[src/hw/rtl/triuh_ram.sv]
`default_nettype none
// ----------------------------------------------------------------------------
// triuh_ram
// Generic single write, single read RAM with registered read data.
// ----------------------------------------------------------------------------
module triuh_ram #(
   parameter int WIDTH = 32,
   parameter int DEPTH = 128
) (
   input  wire logic                            clock,
   input  wire logic                            wr_en,
   input  wire logic [(DEPTH>1?$clog2(DEPTH):1)-1:0] wr_addr,
   input  wire logic [WIDTH-1:0]                wr_data,
   input  wire logic [(DEPTH>1?$clog2(DEPTH):1)-1:0] rd_addr,
   output logic      [WIDTH-1:0]                rd_data
);
   logic [WIDTH-1:0] mem_ff [DEPTH];

   always_ff @(posedge clock) begin
      if (wr_en) begin
         mem_ff[wr_addr] <= wr_data;
      end
      rd_data <= mem_ff[rd_addr];
   end
endmodule
`default_nettype wire

[config.mk]
export PLATFORM = sky130hd
export DESIGN_NAME = triuh_ram
export DESIGN_NICKNAME = d
export VERILOG_FILES = /design/src/hw/rtl/triuh_ram.sv
export SDC_FILE = /design/constraint.sdc
export NUM_CORES = 2
export LEC_CHECK = 0
export BUFFER_PORTS_ARGS = -buffer_cell sky130_fd_sc_hd__buf_2
export CORE_MARGIN = 2
export CORE_UTILIZATION = 40
export CTS_CLUSTER_DIAMETER = 150
export CTS_CLUSTER_SIZE = 20
export DETAILED_ROUTE_END_ITERATION = 7
export GPL_TIMING_DRIVEN = 0
export HOLD_SLACK_MARGIN = 0.03
export PLACE_DENSITY = 0.63
export SLEW_MARGIN = 15
export SYNTH_ARGS = -nofsm -noshare
export SYNTH_HDL_FRONTEND = slang
export SYNTH_SLANG_ARGS = --single-unit
[constraint.sdc]
create_clock -name clock -period 3.79 [get_ports clock]
set_input_delay 0.1895 -clock clock [delete_from_list [all_inputs] [get_ports clock]]
set_output_delay 0.1895 -clock clock [all_outputs]
set_load 0.03 [all_outputs]
# --- Word level (Yosys, flattened, before mapping) ---
# Memory sizes are Yosys's and may differ from the RTL's. A register that Yosys moved wholly into a read port is not among the register bits.
# Cells that the tools add are included.
totals:
  reg_bits: 0
  inputBits: 48
  ram_bits: 4096
  elab_cells: 3
  out_inout_bits: 32
  mem_count: 1
op_classes:
  n_mux: 2
memory_table:
  columns: ["memory", "depth", "word_bits", "read_ports", "rd_clocked_by_memory_dff", "wr", "line", "rtl"]
  rows:
  - ["mem_ff", 128, 32, 1, 1, 1, "17", "logic [WIDTH-1:0] mem_ff [DEPTH];"]
ops:
  columns: ["op", "count"]
  rows:
  - ["1-bit 2-to-1 mux", 2]

# --- Longest topological paths before layout ---
depth:
  word_depth: 2
  mapped_depth: 8
  mapped_depth_nobuf: 4

# --- Worst setup path before layout ---
# Ideal clock, no wire load.
synth_path:
  path_type: "input -> register"
  startpoint: "input wr_en"
  endpoint: "memory mem_ff[98][0], enable pin"
  setup_ns: 0.461
  t_required_ns: 3.329
  path_stages: 3
  t_arrival_ns: 2.967
  n_path_buf: 1
  path_slack_ns: 0.362
  path_cell_list: "clkbuf_1 -> nand4_1 -> nor3_1"
synth_via:
  elab_chain_len: 2
synth_rtl:
  columns: ["item", "line", "rtl"]
  rows:
  - ["from (decl)", "11", "input wire logic wr_en,"]
  - ["1-bit 2-to-1 mux", "20", "if (wr_en) begin"]
  - ["1-bit 2-to-1 mux (not written as such)", "21", "mem_ff[wr_addr] <= wr_data;"]
  - ["to (decl)", "17", null]
# No other way between the ends.

==> results.sh <==
export IMPL_status="completed"
export IMPL_synthCells=5990
export IMPL_cp_start_kind="input pin"
export IMPL_yosysMostFrequentCell="edfxtp_1"
export IMPL_dieHeight_um=629
export IMPL_p_leak_nw=52.1
export IMPL_vias=69400
export IMPL_synth_async_reset_ratio_pct=0
export IMPL_slowest_delay_ns=0.79
export IMPL_synth_top_cell_area_share_pct=78.7
export IMPL_ys_ff_latch=4128
export IMPL_path_max_fanout=12
export IMPL_ant_nets=0
export IMPL_start_util_pct=40.2
export IMPL_synth_compound_area_share_pct=0
export IMPL_timing_critical_path_mode_cell="mux4_2"
export IMPL_setup_slack_ns=0.0805
export IMPL_reg2reg_slack_ns=1.02
export IMPL_vias_per_cell=5.85
export IMPL_drtIter0Drc=10300
export IMPL_post_place_ws_ns=-0.895
export IMPL_clkPwrFrac_pct=30.8
export IMPL_combPwrFrac_pct=6.7
export IMPL_cpMaxStageDelayCell="mux4_2"
export IMPL_grt_pass1_wl_mm=550
export IMPL_hpwl_mm=278
export IMPL_die_x_um=629
export IMPL_grt_max_degree=90
export IMPL_ir_drop_mv=0.427
export IMPL_path_cells="clkbuf_1 > buf_2 > clkbuf_2 > buf_12 > buf_1 > mux4_2 > mux4_2 > mux4_2 > mux2_2"
export IMPL_worstSetupEndpoint="rd_data[13]"
export IMPL_utilization_pct=45.1
export IMPL_crit_type="input pin to register"
export IMPL_fill_cells=31600
export IMPL_critPathRequiredTime_ns=4.60
export IMPL_grt_overflow_total=0
export IMPL_grt_pass1_vias=69400
export IMPL_netSwitchingFraction_pct=21.4
export IMPL_avgRoutedWirePerCell_um=33.5
export IMPL_synth_largest_area_cell="edfxtp_1"
export IMPL_ys_warn_count=0
export IMPL_fmax_mhz=270
export IMPL_fin_skew_ns=0.0496
export IMPL_cp_arrival_ns=4.52
export IMPL_synth_adder_area_share_pct=0
export IMPL_critPathLaunch="rd_addr[2]"
export IMPL_p_int_mw=63.4
export IMPL_synthSimpleGateAreaFrac_pct=0.446
export IMPL_wl_mm=397
export IMPL_layout_nets=6593
export IMPL_regToRegStartpoint="mem_ff[23][13]"
export IMPL_timing_final_hold_violations=0
export IMPL_synth_edf_count=4096
export IMPL_cts_max_path_buffers=4
export IMPL_numCtsBuffers=232
export IMPL_synth_distinct_cells=17
export IMPL_p_per_area_nw_per_um2=459
export IMPL_setup_viol=0
export IMPL_tritoncts="yes"
export IMPL_synthTopCellsByCount="edfxtp_1, mux4_2, clkbuf_1, nor2_1, buf_2"
export IMPL_yosys_mux_area_fraction_pct=19.6
export IMPL_io_pins=80
export IMPL_port_buffers=68
export IMPL_ctsResizeCount=0
export IMPL_p_switching_mw=17.2
export IMPL_clk_pin_slew_worst_paths_ns=0.08
export IMPL_drive_above_1_share_pct=32.7
export IMPL_tightest_slew_ns=1.27
export IMPL_antenna_found_initial=70
export IMPL_core_area_sq_um=389000
export IMPL_num_rows=229
export IMPL_h_tree_depth=4
export IMPL_netlist_area_sq_um=156000
export IMPL_max_cap_violations=0
export IMPL_synth_fp_nets=6038
export IMPL_synthTopCellsByArea="edfxtp_1, mux4_2, clkbuf_1, dfxtp_1, nor2_1"
export IMPL_seq_area_frac_synth_pct=79.1
export IMPL_post_synth_xor_area_fraction_pct=0
export IMPL_clock_sinks=4128
export IMPL_grt_usage_pct=19.8
export IMPL_hp_start="rd_addr[5]"
export IMPL_rr_worst_depth=4
export IMPL_reg2reg_to="rd_data[13]"
export IMPL_worstHoldPathType="input pin to register"
export IMPL_rsz0062_at_grt="no"
export IMPL_die_area_sq_um=396000
export IMPL_post_route_period_util_pct=97.9
export IMPL_drv_slew=0
export IMPL_power_frac_seq_pct=62.5
export IMPL_slew_headroom_pct=15.3
export IMPL_clk_latency_ns=0.97
export IMPL_drc=0
export IMPL_synth_area_per_cell_sq_um=26.1
export IMPL_drtPass1Iterations=6
export IMPL_layout_min_cycle_time_ns=3.71
export IMPL_gp_congestion=0.863
export IMPL_critPathCaptureType="register"
export IMPL_area_growth_synth_to_final_pct=12.3
export IMPL_ys_flop_type="edfxtp_1"
export IMPL_cts_root_buf="clkbuf_16"
export IMPL_synth_top_family_by_area="multiplexers"
worst max-delay path, delay by kind of cell:
| family | cells | cell delay (ns) |
|---|---|---|
| buffers and inverters | 5 | 2.03 |
| muxes | 4 | 2.21 |
power by group through the flow:
| stage | Clock [mW] | Sequential (mW) | Combinational [mW] |
|---|---|---|---|
| detailed placement | 0 | 51.4 | 5.33 |
| floorplan | 0 | 51.6 | 2.43 |
| global route | 26.6 | 50.4 | 5.58 |
| finish | 24.8 | 50.4 | 5.40 |
| CTS | 25.2 | 50.4 | 5.38 |
| global placement | 0 | 51.5 | 4.99 |
cell usage in the layout (no fill, tap or decap), types with 56 or more instances in the layout:
cell type,netlist,final
buf_16,0,95
nor2_4,0,119
clkbuf_16,0,236
mux4_2,1344,1344
edfxtp_1,4096,4096
buf_4,3,56
clkbuf_1,182,167
buf_2,79,121
buf_12,0,83
diode_2,0,102
worst min-delay path by stage:
stage,endpoint,slack (ns),cells after the start
floorplan,mem_ff[0][0],0.29,0
global placement,rd_data[25],0.63,1
detailed placement,rd_data[28],0.63,1
CTS,rd_data[0],0.09,2
global route,rd_data[0],0.11,2
finish,rd_data[31],0.12,2
final cells by class:
cell class	instances	area, sq um	share of cell area [%]
clock buffers	248	5950	3.39
flip-flops and latches	4128	124000	70.5
diodes	102	255	0.145
plain buffers	316	1350	0.772
clock inverters	5	58.8	0.0335
multi-input cells	1546	32300	18.4
well taps	5197	6500	3.71
repair buffers	321	5420	3.09
sequential cells by signal, indices dropped and copies added (netlist names):
name and count:
rd_data 32, mem_ff 4096
metal layers:
metal	GRT usage [%]	vias up	routed length (um)
met2	32.2	3241	194000
met3	4.17	462	37600
met4	6.15	14	12500
li1	-	27300	-
met5	0	-	135
met1	26.8	38400	153000
cell families after synthesis:
group / Yosys count
buf+inv: 316
flops: 4128
simple gates: 170
mux: 1376
metrics by stage:
stage	instance area, sq um	instances	hold WS, ns	TNS [ns]	power (mW)
2_1_floorplan	156000	5990	0.288	0	54.0
3_3_place_gp	163000	11300	0.633	-5271.05	56.5
3_5_place_dp	169000	11500	0.626	-24.56	56.8
4_1_cts	175000	11800	0.0882	0	81.0
5_1_grt	175000	11800	0.106	0	82.6
6_report	175000	11900	0.123	0	80.6
what timing repair did:
action / CTS / global route
setup buffers: 0 / 0
endpoints found under the hold margin: 2534 / 0
hold buffers: 36 / 0
Note: power is estimated with default switching activity, not from simulation.
