--- src/hw/rtl/triuh_div.sv ---
`default_nettype none
// ----------------------------------------------------------------------------
// triuh_div
// Restoring unsigned divider, one quotient bit per cycle.
// ----------------------------------------------------------------------------
module triuh_div #(
   parameter int NW = 40,
   parameter int DW = 24
) (
   input  wire logic          clock,
   input  wire logic          reset,
   input  wire logic          start,
   input  wire logic [NW-1:0] num,
   input  wire logic [DW-1:0] den,
   output logic               done,
   output logic     [NW-1:0]  quo
);
   localparam int CW = $clog2(NW + 1);

   logic [DW-1:0] rem_ff;
   logic [NW-1:0] quo_ff;
   logic [DW-1:0] den_ff;
   logic [CW-1:0] cnt_ff;
   logic          busy_ff;
   logic          done_ff;
   logic [DW:0]   trial;
   logic          fits;

   always_comb begin
      trial = {rem_ff, quo_ff[NW-1]};
      fits  = trial >= {1'b0, den_ff};
   end

   always_ff @(posedge clock) begin
      if (reset) begin
         busy_ff <= 1'b0;
         done_ff <= 1'b0;
         cnt_ff  <= '0;
      end else begin
         done_ff <= 1'b0;
         if (start) begin
            busy_ff <= 1'b1;
            cnt_ff  <= CW'(NW);
            rem_ff  <= '0;
            quo_ff  <= num;
            den_ff  <= den;
         end else if (busy_ff) begin
            if (fits) begin
               rem_ff <= DW'(trial - {1'b0, den_ff});
            end else begin
               rem_ff <= trial[DW-1:0];
            end
            quo_ff <= {quo_ff[NW-2:0], fits};
            cnt_ff <= cnt_ff - 1'b1;
            if (cnt_ff == CW'(1)) begin
               busy_ff <= 1'b0;
               done_ff <= 1'b1;
            end
         end
      end
   end

   assign done = done_ff;
   assign quo  = quo_ff;
endmodule
`default_nettype wire

--- config.mk ---
export PLATFORM = sky130hd
export DESIGN_NAME = triuh_div
export DESIGN_NICKNAME = d
export VERILOG_FILES = /design/src/hw/rtl/triuh_div.sv
export SDC_FILE = /design/constraint.sdc
export NUM_CORES = 1
export LEC_CHECK = 0
export BUFFER_PORTS_ARGS = -buffer_cell sky130_fd_sc_hd__buf_2
export CORE_ASPECT_RATIO = 1.75
export CORE_MARGIN = 2
export CORE_UTILIZATION = 40
export CTS_CLUSTER_DIAMETER = 120
export DETAILED_ROUTE_END_ITERATION = 6
export GPL_TIMING_DRIVEN = 0
export PLACE_DENSITY_LB_ADDON = 0.2
export SYNTH_ARGS = -nofsm -noshare
export SYNTH_HDL_FRONTEND = slang
export SYNTH_SLANG_ARGS = --single-unit
--- constraint.sdc ---
create_clock -name clock -period 5 [get_ports clock]
set_input_delay 1 -clock clock [delete_from_list [all_inputs] [get_ports clock]]
set_output_delay 1 -clock clock [all_outputs]
set_load 0.01 [all_outputs]
# --- Yosys cells after proc, flatten, opt, wreduce, memory -nomap -nowiden ---
# Cells that the tools add are included.
op_classes:
  add_sub_neg: 2
  order_cmp: 1
  eq_ne: 1
  n_mux: 10
  bitwise: 2
  n_reduce_logical: 5
op_table:
  columns: ["cell", "count"]
  rows:
  - ["$mux W40", 2]
  - ["$mux W24", 2]
  - ["$ge A25 B24 Y1", 1]
  - ["$sub A24 B24 Y24", 1]
  - ["$mux W6", 2]
  - ["$eq A6 B1 Y1 const B", 1]
  - ["$sub A6 B1 Y6 const B", 1]
  - ["$mux W1", 4]
  - ["$reduce_and A2 Y1", 2]
  - ["$reduce_or A3 Y1", 1]
  - ["$not A1 Y1", 2]
  - ["$reduce_bool A2 Y1", 1]
  - ["$reduce_or A2 Y1", 1]
totals:
  reg_bits: 96
  inputBits: 67
  output_inout_bits: 41
  elab_cells: 28

# --- Logic depth before layout (Yosys ltp) ---
# Gate-level depths: netlist of run 1.
logic_depth:
  depth_word: 4
  depth_mapped: 12
  mapped_depth_nobuf: 11

# --- Worst setup path after synthesis of run 1 ---
# OpenSTA, ideal clock, no wires.
synth_timing:
  kind: "input port to flip-flop"
  start: "in start"
  end: "reg quo_ff[0] (netlist: quo[0]) (enable)"
  t_arrival_ns: 4.588
  required_time_ns: 4.514
  slack_ns: -0.074
  stages: 5
  path_buffers: 3
  path_cell_list: "clkbuf_1 > buf_1 > buf_1 > nor2_1 > nor2_1"
synth_between:
  elab_chain_cells: 2
synth_rtl:
  columns: ["item", "line", "rtl"]
  rows:
  - ["start: declaration", "12", "input wire logic start,"]
  - ["$reduce_bool A2 Y1 (no line)", null, null]
  - ["$reduce_and A2 Y1 (no line)", null, null]
  - ["end signal: assignment", "45", "quo_ff <= num;"]
  - ["end signal: assignment", "53", "quo_ff <= {quo_ff[NW-2:0], fits};"]
  - ["end: declaration", "21", "logic [NW-1:0] quo_ff;"]
# No other way between the ends.
# A chain may end at the register's enable or synchronous reset.

# --- Worst setup path in the final report of run 1 ---
layout_timing:
  start: "in start"
  end: "reg rem_ff[5] (enable)"
layout_between:
  elab_chain_cells: 2
layout_rtl:
  columns: ["item", "line", "rtl"]
  rows:
  - ["$reduce_bool A2 Y1 (no line)", null, null]
  - ["$reduce_and A2 Y1 (no line)", null, null]
  - ["end signal: assignment", "49", "rem_ff <= DW'(trial - {1'b0, den_ff});"]
  - ["end signal: assignment", "51", "rem_ff <= trial[DW-1:0];"]
  - ["end: declaration", "20", "logic [DW-1:0] rem_ff;"]
# No other way between the ends.

==> results of run 1 <==
-- logic make-up after synthesis --
kind of cell	synth area share [%]
adders and majority gates	6.55
xor gates and xnor gates	3.99
AOI/OAI and AO/OA	12.3
buffers and inverters	3.97
DFF	53.2
muxes	11.7
and+or+nand+nor	8.34
-- metal layers --
layer | share of wire [%] | up-vias
li1 | - | 1836
met1 | 39 | 1794
met2 | 55 | 99
met3 | 4.7 | 8
met4 | 1.0 | 0
met5 | 0 | -
-- worst max-delay path, delay by kind of cell --
kind	cells	cell delay, ns
buf+inv	4	1.45
simple gates	2	0.93
-- power by group through the flow --
stage / clock [mW] / combinational (mW) / sequential, mW
after floorplan: 0 / 0.390 / 1.01
after global placement: 0 / 0.530 / 1.01
after detailed placement: 0 / 0.545 / 1.01
after CTS: 0.719 / 0.548 / 0.991
after global routing: 0.740 / 0.602 / 0.999
final: 0.700 / 0.541 / 0.991
-- state kept, by name, summed over array words and instances (netlist names) --
name and flops:
den_ff 24, done 1, cnt_ff 6, quo 40, rem_ff 24, busy_ff 1
-- final timing paths --
kind,depth (start not counted),endpoint,from,slack (ns)
setup reg to reg,8,rem_ff[22],rem_ff[7],2.14
hold reg to reg,2,cnt_ff[1],cnt_ff[1],0.53
setup / recovery,6,rem_ff[5],start,1.61
hold / removal,2,cnt_ff[1],cnt_ff[1],0.53
-- stage by stage --
| step | instances | power, mW | hold slack (ns) |
|---|---|---|---|
| after floorplan | 434 | 1.40 | 0.469 |
| after global placement | 710 | 1.54 | 0.486 |
| after detailed placement | 712 | 1.55 | 0.517 |
| after CTS | 728 | 2.26 | 0.527 |
| after global routing | 728 | 2.34 | 0.578 |
| final | 728 | 2.23 | 0.526 |
-- cell type report --
| type | instances | area (um^2) | area share [%] |
|---|---|---|---|
| sequential | 96 | 2800 | 44.1 |
| multi-input combinational | 289 | 2270 | 35.7 |
| timing repair buffer | 107 | 561 | 8.82 |
| clock buffer | 9 | 225 | 3.54 |
| tap | 171 | 214 | 3.37 |
| inverter | 33 | 124 | 1.95 |
| buffer | 16 | 85.1 | 1.34 |
| clock inverter | 7 | 75.1 | 1.18 |
-- Yosys cell counts, types with 2 or more instances --
master     count  area, um^2
and2_1         3        18.8
mux2_2        39         439
a2111oi_2      2        30.0
nand3_1        6        30.0
a211oi_1       3        22.5
nor3b_1        2        15.0
nor3_1         8        40.0
or3_1          2        12.5
nand4_1        3        18.8
o21ai_4        2        32.5
inv_1         32         120
o21a_1         4        30.0
a21oi_1       26         130
xor2_1         6        52.6
edfxtp_1      88        2640
buf_2          2        10.0
a21oi_4        2        32.5
o2111ai_1      2        17.5
clkbuf_1       6        22.5
nand2b_1       3        18.8
mux2i_1       16         160
dfxtp_1        8         160
o21ai_0        9        45.0
buf_1          5        18.8
nand2_1       20        75.1
o21bai_1       2        15.0
a31oi_1        2        12.5
and3_1         6        37.5
o22ai_1        2        12.5
buf_6          3        33.8
a211oi_2       2        25.0
o21ai_1        2        10.0
xnor2_1       18         158
a21o_1        10        75.1
nor2_1        40         150
o211ai_1       3        22.5
ha_1          26         325
a21oi_2        3        26.3
-- cells in the final DEF, fill, tap and decap left out, types with 8 or more instances in the layout --
cell and count:
dfxtp_1 8, clkbuf_16 9, edfxtp_1 88, mux2_2 39, nand2_1 20, a21o_1 10, a21oi_1 26, mux2i_1 16
ha_1 26, buf_2 107, nor3_1 8, inv_1 32, nor2_1 38, xnor2_1 18, o21ai_0 9
==> impl_metrics.ini, run 1 <==
[die]
rows = 55
core_region_area_mm2 = 0.0129
die_h_um = 156
initial_utilization_pct = 40.9
die-area_mm2 = 0.0141
io_pins = 108
fp.dieW_um = 90.8

[critical_path]
worst_setup_path_start_kind = primary input
path_class = in -> reg
slowest_delay_ns = 0.76
crit_required_ns = 5.04
cp_max_fo = 35
end_kind = register
cp_cell_sequence = clkbuf_1, buf_1, buf_1, nor2_1, nor2_4, buf_12
worstPathArrival_ns = 3.42
path_common_cell = buf_1
slowest_stage = nor2_4

[timing]
slew_headroom_pct = 35.9
finalSetupTns_ns = 0
period_minus_slack_ns = 3.39
skew_ns = 0.0106
hold_violations = 0
drv_slew = 0
tightest_slew_ns = 0.959
fmax_mhz = 295
grt_setup_unrepaired = false
setup_violations = 0
finalCritPeriodShare_pct = 67.7
finalWorstSetupSlack_ns = 1.61

[routing]
first_pass_iters = 6
ant_nets = 0
route.detailed.drc = 0
dr_total_vias = 3737
routed_wl_um = 12000
post_drt_wl_per_cell_um = 16.4
drt-vias-per-instance = 5.13
drt_iter0_markers = 156

[job]
cap_violations = 0

[min_path]
holdCritPathClass = reg -> reg

[layout]
fillers = 1221
n_antenna_cell = 0
area_delta_synth_final_pct = 20.6
fin_nets = 646
drive_above_1_share_pct = 33.0
utilization_pct = 49.4
finalInstanceArea_mm2 = 0.00635

[place]
place_area_mm2 = 0.00605
hpwl_um = 9080
io_buffer_count = 105
gp_congestion = 0.908
preCtsSetupSlack_ns = 1.17

[grt]
grt.met2_usage_pct = 33.9
groute.layer.met3.usage_pct = 4.11
grt_max_degree = 36
overflow = 0
track_usage_pct = 17.6
grt_pass1_wl_um = 19800
grt_pass1_vias = 4094
top_usage_layer = met2
grt_use_met1_pct = 18.4
antenna_found_initial = 0

[cts]
cts_resized = 0
tritoncts = done
clockRootBuffer = clkbuf_16
cts.sinks = 96
cts_max_level = 3
cts_buffers = 9
path_clk_slew_ns = 0.08
clk_latency_ns = 0.35
cts.repair_timing.setup_buffer_count = 0
hold_buffers = 0
clk_path_buf_depth = 2

[power_and_ir_drop]
vdd_drop_max_v = 0.000183
switching_share_pct = 30.4
intPower_mw = 1.55
switchingPower_mw = 0.679
pwr-share-clk_pct = 31.4
p_leak_nw = 2.67
power_frac_seq_pct = 44.4
combPwrFrac_pct = 24.3
power-per-cell-area_mw_per_mm2 = 351

[run_status]
status = finished, final reports clean

[logic_synthesis]
synth_cells = 434
synth-main-ff-cell = edfxtp_1
synth_cell_type_count = 54
syn_area_mm2 = 0.00527
synth-seq-cells = 96
avgSynthCellArea_um2 = 12.1
synth_edf_count = 88
synthArstFlopShare_pct = 0
yosys_warnings = 0
ys_seq_area_share_pct = 53.2
syn-num-nets = 528
No activity file was read; power rests on OpenSTA's default activity.
==> inputs of run 2 (changes only) <==
--- a/config.mk
+++ b/config.mk
@@ -5,6 +5,7 @@
 export SDC_FILE = /design/constraint.sdc
 export NUM_CORES = 1
 export LEC_CHECK = 0
+export ABC_AREA = 1
 export BUFFER_PORTS_ARGS = -buffer_cell sky130_fd_sc_hd__buf_2
 export CORE_ASPECT_RATIO = 1.75
 export CORE_MARGIN = 2
==> constraint.sdc (replaced) <==
create_clock -name clock -period 3.25 [get_ports clock]
set_input_delay 0.65 -clock clock [delete_from_list [all_inputs] [get_ports clock]]
set_output_delay 0.65 -clock clock [all_outputs]
set_load 0.01 [all_outputs]
==> run 2 against run 1 <==
Net effect:
- critical path depth increased by 5
- combinational power increased by 110%
- hold slack got worse by 0.054 ns
- clock skew about the same
- non-clock buffer count increased by 2
- via count increased by 31%
- global-route usage increased by 2.4 points
- critical endpoint is now rem_ff[22]
- sequential power increased by 59%
- largest cell class unchanged
- die area increased by 9.2%
- synthesized area increased by 9.5%
- critical path type is now reg -> reg
- count of clock-buffer cells in the layout increased by 2
- utilization decreased by 0.80 points
==> impl_metrics.ini, run 2 <==
[run_status]
status = finished, final reports clean

[timing]
hold_violations = 0
skew_ns = 0.0108
setup_violations = 0
finalCritPeriodShare_pct = 81.0
grt_setup_unrepaired = false
fmax_mhz = 380
period_minus_slack_ns = 2.63
hold_ws_ns = 0.472
slew_headroom_pct = 44.5
tightest_slew_ns = 0.832
drv_slew = 0

[place]
hpwl_um = 11600
dpl.cell_count = 1039
place_area_mm2 = 0.00660
io_buffer_count = 106
gp_congestion = 0.909

[layout]
final_cell_mix = nand2_1, inv_1, buf_2
n_antenna_cell = 0
largest_register_ffs = 40
finalNonFillerCells = 1055
drive_above_1_share_pct = 15.9
finalInstanceArea_mm2 = 0.00691
layout_commonest_cell = nand2_1
area_delta_synth_final_pct = 19.7
fin_nets = 964

[logic_synthesis]
synth_edf_count = 88
yosys_warnings = 0
avgSynthCellArea_um2 = 7.69
yosysTopAreaCell = edfxtp_1
syn_area_mm2 = 0.00577
synth.top_cells.by_area = edfxtp_1, nand2_1, inv_1
synth-main-ff-cell = edfxtp_1
synth_top_area_share_pct = 45.8
ys_seq_area_share_pct = 48.6
synth_cell_type_count = 34
ys_top_cells_by_count = nand2_1, inv_1, edfxtp_1
syn-num-nets = 844
synthMostInstantiatedCell = nand2_1
synth-seq-cells = 96
synthArstFlopShare_pct = 0
synth_cells = 750

[cts]
clockRootBuffer = clkbuf_16
cts_buffers = 9
hold_buffers = 0
cts.repair_timing.setup_buffer_count = 0
clk_path_buf_depth = 2
path_clk_slew_ns = 0.07
cts_max_level = 3
cts_resized = 0
clk_latency_ns = 0.35
cts.sinks = 96
tritoncts = done

[die]
rows = 58
initial_utilization_pct = 40.6
fp.dieW_um = 94.8
die-area_mm2 = 0.0154
io_pins = 108
core_region_area_mm2 = 0.0142
die_h_um = 163

[power_and_ir_drop]
p_leak_nw = 3.56
switchingPower_mw = 1.26
vdd_drop_max_v = 0.000308
combPwrFrac_pct = 29.4
pwr-share-clk_pct = 29.7
switching_share_pct = 32.6
power-per-cell-area_mw_per_mm2 = 559
intPower_mw = 2.61
power_frac_seq_pct = 40.9

[critical_path]
worst_setup_path_start_kind = register
worstPathArrival_ns = 2.74
end_kind = register
path_class = reg -> reg
r2r_slack_ns = 0.62
crit_required_ns = 3.36
cp-startpoint = quo[39]
cp_max_fo = 4
r2r-start = quo[39]

[job]
cap_violations = 0

[routing]
drt-vias-per-instance = 4.64
ant_nets = 0
post_drt_wl_per_cell_um = 13.8
drt_iter0_markers = 166
dr_total_vias = 4900
first_pass_iters = 4
route.detailed.drc = 0
routed_wl_um = 14500

[grt]
grt_pass1_wl_um = 23600
track_usage_pct = 20.0
antenna_found_initial = 0
overflow = 0
grt_pass1_vias = 5059
grt_max_degree = 29

[min_path]
holdCritPathClass = in -> reg
min_from = den[5]
-- run 2: cell count changes after synthesis, sizes merged, moves of 10 or more --
cell and change:
nand2 +298, inv +90, mux2 -40, nor2 +36
nand3 +21, mux2i -16, a21oi -14, a21o -11
xnor2 -10
-- run 2: layout make-up --
class                           instances  area [um^2]
Inverter                              122          458
Buffer                                 16         91.3
Multi-Input combinational cell        516         2430
Fill cell                            1519         7310
Timing Repair Buffer                  109          586
Clock buffer                           11          233
Tap cell                              180          225
Clock inverter                          5         81.3
Sequential cell                        96         2800
-- run 2: final timing paths --
check | depth (start not counted) | to
worst min register to register | 2 | cnt_ff[5]
worst max register to register | 11 | rem_ff[22]
worst min-delay path | 1 | den_ff[5]
worst max-delay path | 11 | rem_ff[22]
-- run 2: metal layers --
| layer | vias to the layer above | GRT usage, % | part of all wire [%] |
|---|---|---|---|
| li1 | 2588 | - | - |
| met1 | 2171 | 20.8 | 38 |
| met5 | - | 0 | 0 |
| met4 | 0 | 9.22 | 3.1 |
| met2 | 114 | 37.8 | 55 |
| met3 | 27 | 3.61 | 3.9 |
-- run 2: kinds of logic (layout without fill, tap and decap cells) --
logic type / after synthesis / after routing / synth area share [%]
and+or+nand+nor: 443 / 443 / 30.9
DFF: 96 / 96 / 48.6
buffers and inverters: 138 / 263 / 9.52
AOI/OAI and AO/OA: 36 / 36 / 3.53
adders and majority gates: 27 / 27 / 5.98
xor gates and xnor gates: 10 / 10 / 1.52
-- run 2: power groups by stage --
stage / logic, mW / registers, mW / clock network (mW)
after global placement: 1.12 / 1.61 / 0
after detailed placement: 1.14 / 1.61 / 0
after CTS: 1.15 / 1.58 / 1.17
after global routing: 1.30 / 1.60 / 1.21
after floorplan: 0.785 / 1.62 / 0
final: 1.13 / 1.58 / 1.15
-- run 2: metrics by stage --
step | power (mW) | setup WS (ns) | utilization (%) | TNS (ns)
6_report | 3.86 | 0.617 | 48.6 | 0
5_1_grt | 4.10 | 0.530 | 48.6 | 0
4_1_cts | 3.90 | 0.639 | 48.6 | 0
3_5_place_dp | 2.75 | 0.310 | 46.4 | 0
3_3_place_gp | 2.73 | -1.10 | 45.9 | -86.18
2_1_floorplan | 2.40 | 0.152 | - | 0
-- run 2: worst max-delay path: stages (launching register included) --
cell and delay, ns:
edfxtp_1 0.41, inv_1 0.06, ha_1 0.22, fa_1 0.41, inv_1 0.10, a21oi_1 0.14
o21ai_0 0.58, nand2_1 0.11, nand3_1 0.15, nor2_1 0.06, nor2_1 0.11, nor2_1 0.05
